## src/mdfs_pkg.sv

```systemverilog
// ----------------------------------------------------------------------------
// mdfs_pkg
// Shared types and constants for the marker-delimited frame splitter.
// ----------------------------------------------------------------------------
package mdfs_pkg;

  typedef enum logic [1:0] {
    KIND_PAYLOAD   = 2'd0,
    KIND_TELEMETRY = 2'd1,
    KIND_ERROR     = 2'd2
  } item_kind_t;

  typedef enum logic {
    SEQ_IDLE  = 1'b0,
    SEQ_BURST = 1'b1
  } seq_state_t;

  localparam int MARKER_MAX = 32;

  // "This is the end!" then zero fill
  localparam logic [7:0] MARKER_TEXT [MARKER_MAX] = '{
    8'h54, 8'h68, 8'h69, 8'h73, 8'h20, 8'h69, 8'h73, 8'h20,
    8'h74, 8'h68, 8'h65, 8'h20, 8'h65, 8'h6e, 8'h64, 8'h21,
    8'h00, 8'h00, 8'h00, 8'h00, 8'h00, 8'h00, 8'h00, 8'h00,
    8'h00, 8'h00, 8'h00, 8'h00, 8'h00, 8'h00, 8'h00, 8'h00
  };

endpackage

```

## src/mdfs_marker_track.sv

```systemverilog
// ----------------------------------------------------------------------------
// mdfs_marker_track
// Tracks which marker prefixes end at the newest word of the current frame
// and flags a complete marker on the word being accepted.
// ----------------------------------------------------------------------------
module mdfs_marker_track #(
  parameter int MARKER_LENGTH = 17
) (
  input  logic       clk,
  input  logic       rst_n,
  input  logic       step,
  input  logic [7:0] in_byte,
  output logic       match
);
  import mdfs_pkg::*;

  // bit k: last k+1 words of the frame equal the first k+1 marker words
  logic [MARKER_LENGTH-2:0] pm_r;
  logic [MARKER_LENGTH-2:0] pm_nxt;
  logic [MARKER_LENGTH-1:0] hit;

  for (genvar k = 0; k < MARKER_LENGTH; k++) begin : g_cmp
    assign hit[k] = (in_byte == MARKER_TEXT[k]);
  end

  assign pm_nxt[0] = hit[0];
  for (genvar k = 1; k < MARKER_LENGTH - 1; k++) begin : g_pm
    assign pm_nxt[k] = pm_r[k-1] & hit[k];
  end

  assign match = pm_r[MARKER_LENGTH-2] & hit[MARKER_LENGTH-1];

  always_ff @(posedge clk) begin
    if (!rst_n) begin
      pm_r <= '0;
    end else if (step) begin
      pm_r <= match ? '0 : pm_nxt;
    end
  end

endmodule

```

## src/marker_delimited_frame_splitter.sv

```systemverilog
// ----------------------------------------------------------------------------
// marker_delimited_frame_splitter
// Splits a byte stream into frames closed by a fixed end marker, passing
// payload words through and emitting the telemetry trailer before the marker.
// ----------------------------------------------------------------------------
// Usage:
//   Input channel in_valid/in_stall/in_stream_byte takes one word per cycle while in_stall is low.
//   Output channel out_valid/out_stall carries out_item_kind, out_byte and
//   out_frame_end. The last MARKER_LENGTH+TRAILER_LENGTH-1 words of a frame
//   sit in a circular buffer memory; older words leave as payload.
//   An accepted word reaches the outputs through the memory read register
//   and then the output register. Throughput: one word per cycle unless
//   out_stall or a trailer read holds input off. A marker closing a full
//   frame reads its trailer from the buffer memory one word per cycle
//   through its single read port while the output is not stalled, holding
//   input off meanwhile; a short frame gives one error result, no hold-off.
//   Reset empties the buffer and clears the marker tracker; the buffer
//   memory contents are not cleared and no clearing pass is needed.
//   When the receiver stalls, the output register holds its word, one more
//   result waits in the middle stage, and in_stall rises after that.
// ----------------------------------------------------------------------------
module marker_delimited_frame_splitter #(
  parameter int MARKER_LENGTH  = 17,
  parameter int TRAILER_LENGTH = 20
) (
  input  logic       clk,
  input  logic       rst_n,
  input  logic       in_valid,
  output logic       in_stall,
  input  logic [7:0] in_stream_byte,
  output logic       out_valid,
  input  logic       out_stall,
  output logic [1:0] out_item_kind,
  output logic [7:0] out_byte,
  output logic       out_frame_end
);
  import mdfs_pkg::*;

  localparam int HOLD  = MARKER_LENGTH + TRAILER_LENGTH - 1;
  localparam int AW    = $clog2(HOLD + 1);
  localparam int DEPTH = 1 << AW;
  localparam int HW    = $clog2(HOLD + 1);
  localparam int TW    = $clog2(TRAILER_LENGTH + 1);

  logic [7:0] mem [DEPTH];
  logic [7:0] mem_q;

  logic [AW-1:0] wp_r, wp_nxt;
  logic [HW-1:0] held_r, held_nxt;
  logic [AW-1:0] ba_r, ba_nxt;
  logic [TW-1:0] idx_r, idx_nxt;
  seq_state_t    state_r, state_nxt;

  logic       s1_valid_r;
  item_kind_t s1_kind_r;
  logic       s1_end_r;
  logic       s1_mem_r;

  logic       out_valid_r;
  item_kind_t out_kind_r;
  logic [7:0] out_byte_r;
  logic       out_end_r;

  logic          accept;
  logic          match;
  logic          full;
  logic          en_out;
  logic          s1_ld;
  logic          iss_valid;
  item_kind_t    iss_kind;
  logic          iss_end;
  logic          iss_mem;
  logic [AW-1:0] rd_addr;
  logic [AW-1:0] oldest;

  mdfs_marker_track #(
    .MARKER_LENGTH(MARKER_LENGTH)
  ) u_track (
    .clk    (clk),
    .rst_n  (rst_n),
    .step   (accept),
    .in_byte(in_stream_byte),
    .match  (match)
  );

  assign en_out   = !out_valid_r || !out_stall;
  assign s1_ld    = !s1_valid_r || en_out;
  assign in_stall = (state_r == SEQ_BURST) || !s1_ld;
  assign accept   = in_valid && !in_stall;
  assign full     = (held_r == HW'(HOLD));
  assign oldest   = wp_r - AW'(HOLD);

  always_comb begin
    iss_valid = 1'b0;
    iss_kind  = KIND_PAYLOAD;
    iss_end   = 1'b0;
    iss_mem   = 1'b0;
    rd_addr   = oldest;
    state_nxt = state_r;
    ba_nxt    = ba_r;
    idx_nxt   = idx_r;
    wp_nxt    = wp_r;
    held_nxt  = held_r;
    unique case (state_r)
      SEQ_BURST: begin
        if (s1_ld) begin
          iss_valid = 1'b1;
          iss_kind  = KIND_TELEMETRY;
          iss_mem   = 1'b1;
          rd_addr   = ba_r;
          iss_end   = (idx_r == TW'(TRAILER_LENGTH - 1));
          ba_nxt    = ba_r + AW'(1);
          idx_nxt   = idx_r + TW'(1);
          if (iss_end) begin
            state_nxt = SEQ_IDLE;
          end
        end
      end
      SEQ_IDLE: begin
        if (accept) begin
          wp_nxt = wp_r + AW'(1);
          if (match) begin
            held_nxt  = '0;
            iss_valid = 1'b1;
            if (full) begin
              iss_kind = KIND_TELEMETRY;
              iss_mem  = 1'b1;
              iss_end  = (TRAILER_LENGTH == 1);
              ba_nxt   = oldest + AW'(1);
              idx_nxt  = TW'(1);
              if (TRAILER_LENGTH > 1) begin
                state_nxt = SEQ_BURST;
              end
            end else begin
              iss_kind = KIND_ERROR;
              iss_end  = 1'b1;
            end
          end else if (full) begin
            iss_valid = 1'b1;
            iss_kind  = KIND_PAYLOAD;
            iss_mem   = 1'b1;
          end else begin
            held_nxt = held_r + HW'(1);
          end
        end
      end
      default: state_nxt = SEQ_IDLE;
    endcase
  end

  always_ff @(posedge clk) begin
    if (!rst_n) begin
      state_r <= SEQ_IDLE;
    end else begin
      state_r <= state_nxt;
    end
  end

  always_ff @(posedge clk) begin
    if (!rst_n) begin
      wp_r        <= '0;
      held_r      <= '0;
      ba_r        <= '0;
      idx_r       <= '0;
      s1_valid_r  <= 1'b0;
      out_valid_r <= 1'b0;
    end else begin
      wp_r   <= wp_nxt;
      held_r <= held_nxt;
      ba_r   <= ba_nxt;
      idx_r  <= idx_nxt;
      if (s1_ld) begin
        s1_valid_r <= iss_valid;
      end
      if (en_out) begin
        out_valid_r <= s1_valid_r;
      end
    end
  end

  always_ff @(posedge clk) begin
    if (accept) begin
      mem[wp_r] <= in_stream_byte;
    end
    if (s1_ld) begin
      mem_q <= mem[rd_addr];
    end
  end

  always_ff @(posedge clk) begin
    if (s1_ld) begin
      s1_kind_r <= iss_kind;
      s1_end_r  <= iss_end;
      s1_mem_r  <= iss_mem;
    end
    if (en_out) begin
      out_kind_r <= s1_kind_r;
      out_byte_r <= s1_mem_r ? mem_q : 8'h00;
      out_end_r  <= s1_end_r;
    end
  end

  assign out_valid     = out_valid_r;
  assign out_item_kind = out_kind_r;
  assign out_byte      = out_byte_r;
  assign out_frame_end = out_end_r;

endmodule
```

## config.mk

```make
export PLATFORM = sky130hd
export DESIGN_NAME = marker_delimited_frame_splitter
export DESIGN_NICKNAME = d
export VERILOG_FILES = /design/src/mdfs_pkg.sv /design/src/mdfs_marker_track.sv /design/src/marker_delimited_frame_splitter.sv
export SDC_FILE = /design/constraint.sdc
export NUM_CORES = 1
export LEC_CHECK = 0
export BUFFER_PORTS_ARGS = -buffer_cell sky130_fd_sc_hd__buf_2
export CAP_MARGIN = 20
export CORE_MARGIN = 4
export CORE_UTILIZATION = 55
export CTS_BUF_LIST = sky130_fd_sc_hd__clkbuf_16
export DETAILED_ROUTE_END_ITERATION = 12
export PLACE_DENSITY = 0.75
export SETUP_SLACK_MARGIN = 0.5
export SYNTH_ARGS = -nofsm -noshare
export SYNTH_HDL_FRONTEND = slang
export SYNTH_SLANG_ARGS = --single-unit
```

## constraint.sdc

```tcl
create_clock -name clk -period 7.3 [get_ports clk]
set_input_delay 0.73 -clock clk [delete_from_list [all_inputs] [get_ports clk]]
set_output_delay 0.73 -clock clk [all_outputs]
set_load 0.03 [all_outputs]
```

==> qor.csv <==
metric,value,unit
HP Class,input port to flip-flop,
clock skew,26.92,ps
CP Cell Sequence,nand2b_1 > o211a_4 > buf_12 > mux2i_1 > a221o_1 > o21ai_0 > o22a_1 > and3_1,
ys async rst share,0,%
Worst Path Arrival,4860,ps
RePlAce Congestion,0.9506,
vias in the first global route,14347,
Root Buffer,clkbuf_16,
Worst Hold Depth,2,
Setup CP Type,flip-flop to flip-flop,
Synth Area in Adders,0.3701,%
I/O pin count,25,
"delay-heaviest family, CP",compound AO/OA/AOI/OAI gates,
Total Routing Usage GR,24.50,%
row cnt,75,
RSZ-0062 raised after global routing,no,
post-layout net count,1764,
R2R Path End,mem_q[4],
total iterations of the first detailed-routing run,7,
Crit Path Max Fanout,98,
WL per Instance,24.62,um
worst slew pin tran,1110,ps
share of layout cells above drive strength 1,8.166,%
total number of vias,14728,
WP data required,7780,ps
FF-to-FF setup slack,2920,ps
XOR/XNOR Fraction of Synth Area,0.6292,%
GR Overflow Total,0,
reg2reg path depth,8,
estimated wirelength of the detail-placed design,33660,um
WP buf/inv,1,
Final min period,4382,ps
post-synthesis cell count,1748,
Area Overhead vs Synth,9.618,%
Power Dens Cells,267.4,nW/um^2
Synth Warn #,0,
"wirelength, routed",57300,um
Slowest Stage Delay on Critical Path,840,ps
Fill cells,3104,
Fin. Hold Viols,0,
Synth Area in Compound Gates,6.054,%
min-delay src,rst_n,
CTS-repair resized insts,0,
status,"finished, final reports clean",
clock buffer count from CTS,56,
f_max,228.2,MHz
full die area,46410,sq um
synthesized area per cell,13.54,sq um
starting density of the core,56.04,%
Sink Count,577,
post-route clock period utilization,60.03,%
CTS tree,yes,
Rel. slew slack,25.82,%
"Reg clk slew, reported paths",60,ps
Post-route DRC,0,
"Clk Latency, worst-skew pair",620,ps
chip height,215.4,um
Via-to-Cell Ratio,6.326,
post-synth net total,1767,
H-tree depth,2,
WHS,405.5,ps
Worst Hold End,wp_r[5],
#FFs+latches synth,577,
Horiz. Die Dim,215.4,um
Post-CTS Setup Bufs,0,
largest net degree at the start of global routing,145,
core area,42230,sq um
simple-gate share of the synthesized area,12.69,%
Max Slew Vio Count,0,
Sequential cell area,16910,sq um
"EDFF count, synth",535,
slowest library cell on the worst path,dfxtp_1,
sequential area share after synthesis,71.45,%
Startpoint Class,flip-flop,
Port-buffer cells,24,
"commonest cells after routing, fill and taps aside","edfxtp_1, nand2_1, nand3_1",
CP endpoint kind,flip-flop,
Post-synth top flop,edfxtp_1,
Setup Total Neg Slack,0,ps
Final WS setup,2918,ps
post-synthesis mux area share,6.065,%
placement-stage worst setup slack,2601,ps
max_cap viols,0,
worst-case clock buffer depth,3,
First DRT Iteration DRCs,1831,
combinational family with the most area after synthesis,simple AND/OR/NAND/NOR gates,
reg2reg start,state_r,
leakage power,9.251,nW
Final setup viols,0,
Post-DRT Antenna Nets,0,
Cell variety after synth,64,
antenna violations before repair,2,
synthesized area,23660,sq um
first-pass GRT wire length,87640,um
Post-CTS Hold Buffers,0,
"IR drop worst, VDD",0.2198,mV
"commonest non-fill, non-tap cell in the layout",edfxtp_1,
Multi-input gate area,6150,sq um
==> Yosys cell counts (all sizes together) (11+ instances only) <==
cell type    n  area, sq um
nand4       18        112.6
mux2        11        123.9
o221ai      14        122.6
nand3      169        850.8
o21ai       18        93.84
edfxtp     535        16070
and3        13        81.33
a21oi       47        246.5
clkbuf      27        101.4
dfxtp       42        840.8
buf         77        450.4
nor2       112        430.4
mux2i      131         1311
a22oi       15        117.6
inv         26        97.60
o2111ai     31        271.5
and2        11        68.82
nand2      322         1209
==> cells by family (layout without fill, tap and decap cells) <==
logic type	Yosys count	in the layout
adder cells (fa/ha/maj)	7	7
multiplexers	142	142
buffers and inverters	130	170
XOR/XNOR	17	17
flip-flops	577	577
AO/OA/AOI/OAI	194	194
AND/OR/NAND/NOR	681	681
other	0	1
==> state kept, by name, summed over array words and instances, names as in the netlist, 2 cells and up <==
signal,cells
ba_r,6
held_r,6
idx_r,5
mem,512
mem_q,8
out_byte,8
out_item_kind,2
s1_kind_r,2
u_track.pm_r,16
wp_r,6
==> how the worst max path moves through the flow <==
stage	start	to	cells past startpoint
3_5_place_dp	out_stall	mem_q[2]	9
6_report	state_r	mem_q[4]	8
4_1_cts	state_r	mem_q[4]	8
3_3_place_gp	out_stall	mem[31][2]	6
5_1_grt	state_r	mem_q[4]	8
2_1_floorplan	out_stall	mem[53][0]	8
==> layout make-up <==
| cell class | instances | share of cell area (%) |
|---|---|---|
| Multi-Input combinational cell | 1041 | 23.71 |
| Clock inverter | 45 | 1.568 |
| Clock buffer | 56 | 5.403 |
| Tap cell | 539 | 2.600 |
| Timing Repair Buffer | 43 | 1.158 |
| Sequential cell | 577 | 65.18 |
| Inverter | 26 | 0.3762 |
| Antenna cell | 1 | 0.009647 |
==> worst register-to-register path: cells and delay by family (launching register included) <==
kind                   cells  cell delay (ps)
muxes                      1              330
buffers and inverters      1              530
AOI/OAI and AO/OA          4             1740
and+or+nand+nor            2              820
DFF                        1              840
==> layer usage <==
layer  wire length [um]  global-route usage, %  part of all wire, %  vias up
met4               1974                  8.439                  3.4        2
met3               6558                  5.963                   11      148
met2              26260                  37.18                   46      849
met5                 11                      0                0.019        -
met1              22500                  35.19                   39     7194
li1                   -                      -                    -     6535
==> power breakdown <==
| part | switching, W | leakage, nW | internal, W |
|---|---|---|---|
| clock | 0.00121 | 0.929 | 0.00164 |
| sequential | 0.0000123 | 5.21 | 0.00363 |
| combinational | 0.000314 | 3.11 | 0.000131 |
==> through the flow <==
stage | total power (W) | cell area [sq um] | utilization, % | cells
floorplan | 0.003991 | 23660 | - | 1748
global placement | 0.004136 | 24130 | 57.14 | 2226
detailed placement | 0.004145 | 24130 | 57.14 | 2226
CTS | 0.006949 | 25940 | 61.42 | 2327
global route | 0.007149 | 25940 | 61.43 | 2328
finish | 0.006936 | 25940 | 61.43 | 2328
Note: power is estimated with default switching activity, not from simulation.
